--- config.mk ---
export PLATFORM = sky130hd
export DESIGN_NAME = tag_length_value_param_parser_flat
export DESIGN_NICKNAME = d
export VERILOG_FILES = /design/src/rtl/tlvp_pkg.sv /design/src/rtl/tlvp_if.sv /design/src/rtl/tlvp_out_stage.sv /design/src/rtl/tag_length_value_param_parser.sv /design/src/flat_wrapper.sv
export SDC_FILE = /design/constraint.sdc
export NUM_CORES = 1
export LEC_CHECK = 0
export ABC_AREA = 1
export BUFFER_PORTS_ARGS = -buffer_cell sky130_fd_sc_hd__clkbuf_2
export CAP_MARGIN = 20
export CELL_PAD_IN_SITES_DETAIL_PLACEMENT = 0
export CELL_PAD_IN_SITES_GLOBAL_PLACEMENT = 2
export CORE_MARGIN = 1
export CORE_UTILIZATION = 35
export DETAILED_ROUTE_END_ITERATION = 10
export PLACE_DENSITY = 0.77
export SYNTH_ARGS = -nofsm -noshare
export SYNTH_HDL_FRONTEND = slang
export SYNTH_SLANG_ARGS = --single-unit
--- constraint.sdc ---
create_clock -name clk -period 8.6 [get_ports clk]
set_input_delay 0 -clock clk [delete_from_list [all_inputs] [get_ports clk]]
set_output_delay 0 -clock clk [all_outputs]
set_load 0.03 [all_outputs]
--- src/rtl/tlvp_pkg.sv ---
// Package: shared types, codes and the tag type table of the TLV parameter parser.
package tlvp_pkg;

  localparam int unsigned NUM_TAGS = 25;
  localparam int unsigned TYPE_TABLE_SIZE = 25;

  typedef enum logic [1:0] {
    TYPE_U8  = 2'd0,
    TYPE_U16 = 2'd1,
    TYPE_U32 = 2'd2,
    TYPE_STR = 2'd3
  } item_type_t;

  typedef enum logic [2:0] {
    KIND_U8   = 3'd0,
    KIND_U16  = 3'd1,
    KIND_U32  = 3'd2,
    KIND_STR  = 3'd3,
    KIND_NONE = 3'd4
  } kind_t;

  typedef enum logic [1:0] {
    ST_OK      = 2'd0,
    ST_BADLEN  = 2'd1,
    ST_UNKNOWN = 2'd2,
    ST_TRUNC   = 2'd3
  } status_t;

  typedef enum logic [1:0] {
    PH_TAG = 2'd0,
    PH_LEN = 2'd1,
    PH_VAL = 2'd2
  } phase_t;

  typedef struct packed {
    logic [7:0]  tag;
    kind_t       kind;
    logic [31:0] value;
    status_t     status;
    logic        last_of_item;
  } result_t;

  // Type of a known tag; tags beyond the table read as u8.
  function automatic item_type_t type_of(input logic [7:0] tag);
    item_type_t t;
    case (tag)
      8'd1, 8'd2, 8'd17, 8'd18:        t = TYPE_U16;
      8'd4, 8'd5, 8'd7, 8'd8, 8'd25:   t = TYPE_STR;
      8'd16:                           t = TYPE_U32;
      default:                         t = TYPE_U8;
    endcase
    return t;
  endfunction

  function automatic logic [7:0] expected_len(input item_type_t t);
    logic [7:0] len;
    case (t)
      TYPE_U8:  len = 8'd1;
      TYPE_U16: len = 8'd2;
      default:  len = 8'd4;
    endcase
    return len;
  endfunction

endpackage

--- src/rtl/tlvp_if.sv ---
// Interfaces: byte stream and result stream channels with valid/ready handshake.
interface tlvp_byte_if;
  logic       valid;
  logic       ready;
  logic [7:0] data_byte;
  logic       end_of_buffer;

  modport source (output valid, output data_byte, output end_of_buffer, input ready);
  modport sink   (input valid, input data_byte, input end_of_buffer, output ready);
endinterface

interface tlvp_result_if;
  import tlvp_pkg::*;
  logic        valid;
  logic        ready;
  logic [7:0]  tag;
  kind_t       kind;
  logic [31:0] value;
  status_t     status;
  logic        last_of_item;

  modport source (output valid, output tag, output kind, output value, output status,
                  output last_of_item, input ready);
  modport sink   (input valid, input tag, input kind, input value, input status,
                  input last_of_item, output ready);
endinterface

--- src/rtl/tlvp_out_stage.sv ---
// Result register: holds one result beat and decouples the output handshake.
module tlvp_out_stage (
  input  logic              clk,
  input  logic              rst,
  input  logic              push,
  input  tlvp_pkg::result_t res,
  output logic              can_take,
  tlvp_result_if.source     results
);
  import tlvp_pkg::*;

  logic    valid;
  result_t data;

  // Free when empty or when the held beat leaves this cycle.
  assign can_take = !valid || results.ready;

  always_ff @(posedge clk) begin
    if (rst) begin
      valid <= 1'b0;
    end else if (can_take) begin
      valid <= push;
    end
  end

  always_ff @(posedge clk) begin
    if (can_take && push) begin
      data <= res;
    end
  end

  assign results.valid        = valid;
  assign results.tag          = data.tag;
  assign results.kind         = data.kind;
  assign results.value        = data.value;
  assign results.status       = data.status;
  assign results.last_of_item = data.last_of_item;

endmodule

--- src/rtl/tag_length_value_param_parser.sv ---
// Top level: tag-length-value parameter parser, one input byte per cycle.
//
// Takes a byte stream of items (tag byte, length byte, value bytes) and gives
// at most one result beat per input byte. Tags 1..NUM_TAGS are known and typed
// u8, u16, u32 or string from a fixed table (tags past the table are u8).
// Numeric values are assembled big-endian and come out as one beat on their
// last byte; string bytes come out one per beat, last_of_item on the final
// one. Unknown tags and numerics of the wrong length are reported once at the
// length byte, then their value bytes are swallowed. An empty string reports
// at the length byte. end_of_buffer on any byte ends the item: a cut-off item
// reports truncated (a string gives its byte with status truncated), a skipped
// item reports nothing more, and parsing restarts at a tag. Rate: one byte per
// clock while not stalled; a result appears on the output in the cycle after
// its byte is taken. The only thing that throttles input is the single result
// register: bytes are refused only while that register is full and the sink
// does not take its beat.
module tag_length_value_param_parser (
  input  logic         clk,
  input  logic         rst,
  tlvp_byte_if.sink    bytes,
  tlvp_result_if.source results
);
  import tlvp_pkg::*;

  // Parser state
  phase_t      phase,      phase_next;
  logic [7:0]  cur_tag,    cur_tag_next;
  logic [7:0]  bytes_left, bytes_left_next;
  logic [31:0] acc,        acc_next;
  item_type_t  item_type,  item_type_next;
  logic        skipping,   skipping_next;

  // Step decode
  logic        accept;
  logic        stage_free;
  logic        emit;
  result_t     res;
  logic [7:0]  b;
  logic        eob;
  logic        unknown;
  item_type_t  lut_type;
  logic        len_ok;
  logic [7:0]  left_dec;
  logic        done;

  assign b        = bytes.data_byte;
  assign eob      = bytes.end_of_buffer;
  assign accept   = bytes.valid && bytes.ready;
  assign bytes.ready = stage_free;

  assign unknown  = (cur_tag == 8'd0) || (cur_tag > 8'(NUM_TAGS));
  assign lut_type = type_of(cur_tag);
  assign len_ok   = (lut_type == TYPE_STR) || (b == expected_len(lut_type));
  assign left_dec = bytes_left - 8'd1;
  assign done     = (left_dec == 8'd0);

  // Next state
  always_comb begin
    phase_next      = phase;
    cur_tag_next    = cur_tag;
    bytes_left_next = bytes_left;
    acc_next        = acc;
    item_type_next  = item_type;
    skipping_next   = skipping;
    case (phase)
      PH_LEN: begin
        if (!unknown) begin
          item_type_next = lut_type;
          acc_next       = 32'd0;
        end
        if (b == 8'd0 || eob) begin
          phase_next      = PH_TAG;
          bytes_left_next = 8'd0;
          skipping_next   = 1'b0;
        end else begin
          phase_next      = PH_VAL;
          bytes_left_next = b;
          skipping_next   = unknown || !len_ok;
        end
      end
      PH_VAL: begin
        bytes_left_next = left_dec;
        if (!skipping && item_type != TYPE_STR) begin
          acc_next = {acc[23:0], b};
        end
        if (done || eob) begin
          phase_next      = PH_TAG;
          bytes_left_next = 8'd0;
          skipping_next   = 1'b0;
        end
      end
      default: begin
        // expecting a tag; the unused phase code behaves the same
        cur_tag_next    = b;
        acc_next        = 32'd0;
        phase_next      = eob ? PH_TAG : PH_LEN;
        bytes_left_next = 8'd0;
        skipping_next   = 1'b0;
      end
    endcase
  end

  // Result of this byte
  always_comb begin
    emit             = 1'b0;
    res.tag          = cur_tag_next;
    res.kind         = KIND_NONE;
    res.value        = 32'd0;
    res.status       = ST_OK;
    res.last_of_item = 1'b1;
    case (phase)
      PH_LEN: begin
        emit = 1'b1;
        if (unknown) begin
          res.status = ST_UNKNOWN;
        end else if (!len_ok) begin
          res.status = ST_BADLEN;
        end else if (b == 8'd0) begin
          res.status = ST_OK;
        end else if (eob) begin
          res.status = ST_TRUNC;
        end else begin
          emit = 1'b0;
        end
      end
      PH_VAL: begin
        if (!skipping) begin
          if (item_type == TYPE_STR) begin
            emit             = 1'b1;
            res.kind         = KIND_STR;
            res.value        = {24'd0, b};
            res.status       = (!done && eob) ? ST_TRUNC : ST_OK;
            res.last_of_item = done || eob;
          end else if (done) begin
            emit      = 1'b1;
            res.kind  = kind_t'({1'b0, item_type});
            res.value = {acc[23:0], b};
          end else if (eob) begin
            emit       = 1'b1;
            res.status = ST_TRUNC;
          end
        end
      end
      default: begin
        if (eob) begin
          emit       = 1'b1;
          res.status = ST_TRUNC;
        end
      end
    endcase
  end

  always_ff @(posedge clk) begin
    if (rst) begin
      phase      <= PH_TAG;
      bytes_left <= 8'd0;
      item_type  <= TYPE_U8;
      skipping   <= 1'b0;
    end else if (accept) begin
      phase      <= phase_next;
      bytes_left <= bytes_left_next;
      item_type  <= item_type_next;
      skipping   <= skipping_next;
    end
  end

  always_ff @(posedge clk) begin
    if (accept) begin
      cur_tag <= cur_tag_next;
      acc     <= acc_next;
    end
  end

  tlvp_out_stage u_out (
    .clk      (clk),
    .rst      (rst),
    .push     (accept && emit),
    .res      (res),
    .can_take (stage_free),
    .results  (results)
  );

  // Checks
  a_none_zero: assert property (@(posedge clk) disable iff (rst)
    results.valid && results.kind == KIND_NONE |-> results.value == 32'd0)
    else $error("no-value result carries a value");

  a_err_last: assert property (@(posedge clk) disable iff (rst)
    results.valid && results.status != ST_OK |-> results.last_of_item)
    else $error("error result not marked last");

  a_eob_tag: assert property (@(posedge clk) disable iff (rst)
    accept && eob |=> phase == PH_TAG)
    else $error("end of buffer did not restart parsing");

  a_skip_val: assert property (@(posedge clk) disable iff (rst)
    skipping |-> phase == PH_VAL && bytes_left != 8'd0)
    else $error("skipping outside a value");

  a_stall_full: assert property (@(posedge clk) disable iff (rst)
    !bytes.ready |-> results.valid && !results.ready)
    else $error("input stalled without a held result");

endmodule
--- src/flat_wrapper.sv ---
// flat-port wrapper written by rule: the top's interface ports become plain ports
module tag_length_value_param_parser_flat import tlvp_pkg::*;
  (clk, rst, bytes_valid, bytes_data_byte, bytes_end_of_buffer, bytes_ready, results_valid, results_tag, results_kind, results_value, results_status, results_last_of_item, results_ready);
  tlvp_byte_if bytes_i ();
  tlvp_result_if results_i ();
  input  logic clk;
  input  logic rst;
  input wire logic [$bits(bytes_i.valid)-1:0] bytes_valid;
  input wire logic [$bits(bytes_i.data_byte)-1:0] bytes_data_byte;
  input wire logic [$bits(bytes_i.end_of_buffer)-1:0] bytes_end_of_buffer;
  output wire logic [$bits(bytes_i.ready)-1:0] bytes_ready;
  output wire logic [$bits(results_i.valid)-1:0] results_valid;
  output wire logic [$bits(results_i.tag)-1:0] results_tag;
  output wire logic [$bits(results_i.kind)-1:0] results_kind;
  output wire logic [$bits(results_i.value)-1:0] results_value;
  output wire logic [$bits(results_i.status)-1:0] results_status;
  output wire logic [$bits(results_i.last_of_item)-1:0] results_last_of_item;
  input wire logic [$bits(results_i.ready)-1:0] results_ready;
  assign bytes_i.valid = bytes_valid;
  assign bytes_i.data_byte = bytes_data_byte;
  assign bytes_i.end_of_buffer = bytes_end_of_buffer;
  assign bytes_ready = bytes_i.ready;
  assign results_valid = results_i.valid;
  assign results_tag = results_i.tag;
  assign results_kind = results_i.kind;
  assign results_value = results_i.value;
  assign results_status = results_i.status;
  assign results_last_of_item = results_i.last_of_item;
  assign results_i.ready = results_ready;
  tag_length_value_param_parser u_core (.clk(clk), .rst(rst), .bytes(bytes_i), .results(results_i));
endmodule
==> results by group <==
Clock tree
  – Skew-Pair Late Insertion Delay: 340 ps
  – Htree depth: 3
  – Clock Pin Slew Worst Setup and Hold Paths: 70 ps
  – CTS max path bufs: 2
  – CTS sink cnt: 94
  – Root Driver: clkbuf_16
  – Num CTS Buffers: 9
  – TritonCTS clock tree: yes

Synth
  – Asr flop ratio synth: 0
  – Syn nets: 464
  – Netlist cell types: 30
  – Main area contributors after synthesis: edfxtp_1 54%, nand2_1 8.3%, inv_1 7.6%
  – Yosys top cell area share: 0.535
  – Most frequent cell after synthesis: nand2_1
  – Sequential-to-total area share from yosys stat: 0.609
  – Synthesized area: 0.00437 sq mm
  – Seq cells post-synth: 94
  – Post-synth EDFFs: 78
  – Yosys warns: 0
  – Main synth FF type: edfxtp_1
  – Mapped Avg Cell Area: 9.85 sq um
  – Synth cell count leaders: 97 x nand2_1, 89 x inv_1, 78 x edfxtp_1, 39 x nor2_1, 24 x o21ai_0
  – Gate Count Post-Synth: 444
  – Yosys top cell by area: edfxtp_1

Detailed routing
  – WL per Instance: 13.1 um
  – Initial drt markers: 163
  – # DRC: 0
  – Detail Route Antenna Nets: 0
  – Vias/cell: 4.40
  – Final wirelength: 9050 um
  – DR pass1 iterations: 4
  – Via count: 3037

Min path
  – Hold endpoint: u_core.bytes_left[2]
  – Min-delay src: rst
  – Worst hold path class: in2reg
  – Hold depth: 2

Setup path
  – CP Launch Type: flip-flop
  – WP buf/inv: 5
  – CP delay by family, top: buffers and inverters
  – Worst stage delay on the critical path: 740 ps
  – Register-to-register setup slack: 5380 ps
  – FF-to-FF End: u_core.u_out.results.value[7]
  – Most frequent CP cell: inv_1
  – CP endpoint kind: flip-flop
  – Worst EP required: 8560 ps
  – Crit-path cells: inv_1, ha_1, inv_1, nor2_1, inv_1, nor2_1, inv_1, nand2_1, nor2_1, nand2_1, nand2_1, inv_2
  – WP data arrival: 3180 ps
  – Cell count of the worst reg-to-reg path: 12
  – Worst path depth: 12
  – Reg-to-reg startpoint: u_core.phase[0]
  – Kind of critical path: reg2reg
  – CP max FO: 46
  – Slowest cell on crit path: ha_1

Die
  – # rows: 40
  – Core ar.: 0.0121 sq mm
  – Top Ports: 61
  – Die height: 114 um
  – Initial Utilization: 0.361
  – Die area: 0.0129 sq mm
  – Die X: 114 um

Global route
  – All-Layer GR Usage: 0.152
  – Largest net degree at the start of global routing: 47
  – Wire length of the first global-routing pass: 14700 um
  – Initial antenna violation count: 0
  – GRT overflow: 0
  – Vias in the first global route: 2922

Timing
  – Hold Vio Cnt, Final: 0
  – Post-layout min period: 3220 ps
  – Hold_ws: 65.9 ps
  – Setup-failing EPs final: 0
  – Post-route clock skew: 9.27 ps
  – Setup TNS: 0 ps
  – Fmax: 311 MHz
  – Rel. slew slack: 0.255
  – Fin crit share: 0.374
  – Slew Viols, Final: 0
  – Slew @ Worst Pin: 1120 ps
  – RSZ-0062 raised after global routing: no

Flow run
  – Max-Cap Viols: 0

Power and ir drop
  – LEAKAGE: 2.26 nW
  – Peak VDD IR: 0.0850 mV
  – PwrDens: 197 mW/mm^2

Status
  – Status: completed

Layout
  – Area Overhead vs Synth: 18.7%
  – # nets final: 537
  – # diodes: 0
  – Fin cells: 690
  – Fraction of layout cells with a size suffix above 1: 0.211
  – Finished Core Util: 0.429

Place
  – Dpl cells: 665
  – I/O Buffers: 60
  – Routability cong.: 0.786
  – DP HPWL: 6320 um
## metrics by stage
step / setup WS [ps] / cell area [sq um] / total power [mW]
after floorplan: 5790 / 4370 / 0.620
after global placement: 5480 / 4830 / 0.656
after detailed placement: 5360 / 4830 / 0.657
after CTS: 5340 / 5190 / 1.03
after global routing: 4970 / 5190 / 1.07
final: 5380 / 5190 / 1.02
## sequential cells by signal, indices dropped and copies added, names as in the netlist, named ones only
signal,cells
u_core.bytes_left,8
u_core.skipping,1
u_core.u_out.results.valid,1
u_core.cur_tag,8
u_core.u_out.results.status,2
u_core.u_out.results.kind,3
u_core.phase,2
u_core.item_type,2
u_core.u_out.results.last_of_item,1
u_core.u_out.results.value,32
u_core.acc,24
u_core.u_out.results.tag,8
## metal layers
layer / track usage / share of wire / wire [um] / vias up
met5: 0 / 0 / 0 / -
met4: 0.0675 / 0.018 / 163 / 0
met3: 0.0303 / 0.038 / 343 / 13
met2: 0.235 / 0.45 / 4060 / 70
met1: 0.207 / 0.50 / 4480 / 1393
li1: - / - / - / 1561
## how the worst max path moves through the flow
stage                                     endpoint                  startpoint
floorplan                            u_core.acc[0]  u_core.u_out.results.valid
global placement    u_core.u_out.results.value[20]             u_core.phase[0]
detailed placement  u_core.u_out.results.value[28]             u_core.phase[0]
CTS                 u_core.u_out.results.value[14]             u_core.phase[0]
global route          u_core.u_out.results.kind[2]             u_core.phase[0]
finish               u_core.u_out.results.value[7]             u_core.phase[0]
## area by class of cell
| class | instances | area [sq um] |
|---|---|---|
| Tap cell | 168 | 210 |
| Fill cell | 1226 | 6920 |
| Inverter | 94 | 353 |
| Clock buffer | 9 | 225 |
| Clock inverter | 7 | 50.0 |
| Sequential cell | 94 | 2660 |
| Multi-Input combinational cell | 247 | 1280 |
| Timing Repair Buffer | 71 | 405 |
## timing repair
action,in CTS,in global routing
setup endpoints to repair,0,0
endpoints found under the hold margin,9,0
resized for setup,0,0
buffers inserted,0,0
hold buffers,9,0
## layout by cell type, fill, tap and decap left out, types with 3 or more instances in the layout
cell | Yosys | layout
nand2_1 | 97 | 97
inv_1 | 89 | 88
edfxtp_1 | 78 | 78
clkbuf_2 | 0 | 60
nor2_1 | 39 | 38
o21ai_0 | 24 | 24
nand3_1 | 20 | 20
nor2_4 | 20 | 20
a21oi_1 | 16 | 16
dfxtp_1 | 16 | 16
clkbuf_16 | 0 | 9
dlygate4sd3_1 | 0 | 9
ha_1 | 7 | 7
inv_2 | 3 | 4
nor2_2 | 3 | 4
nand4_1 | 3 | 3
nand2_2 | 3 | 3
clkinv_1 | 2 | 3
o22ai_1 | 3 | 3
## cell families after synthesis
family          count (synthesis)  synth area share
buf+inv                       103            0.0981
simple gates                  190             0.211
fa+ha+maj                       7            0.0200
flops                          94             0.609
compound gates                 50            0.0624
## power breakdown
group	total (mW)	leakage, nW	internal [mW]	switching (mW)
logic	0.112	1.25	0.0279	0.0843
registers	0.536	0.885	0.525	0.0116
clock network	0.374	0.129	0.197	0.177
total	1.02	2.26	0.749	0.273
Note: power is estimated with default switching activity, not from simulation.
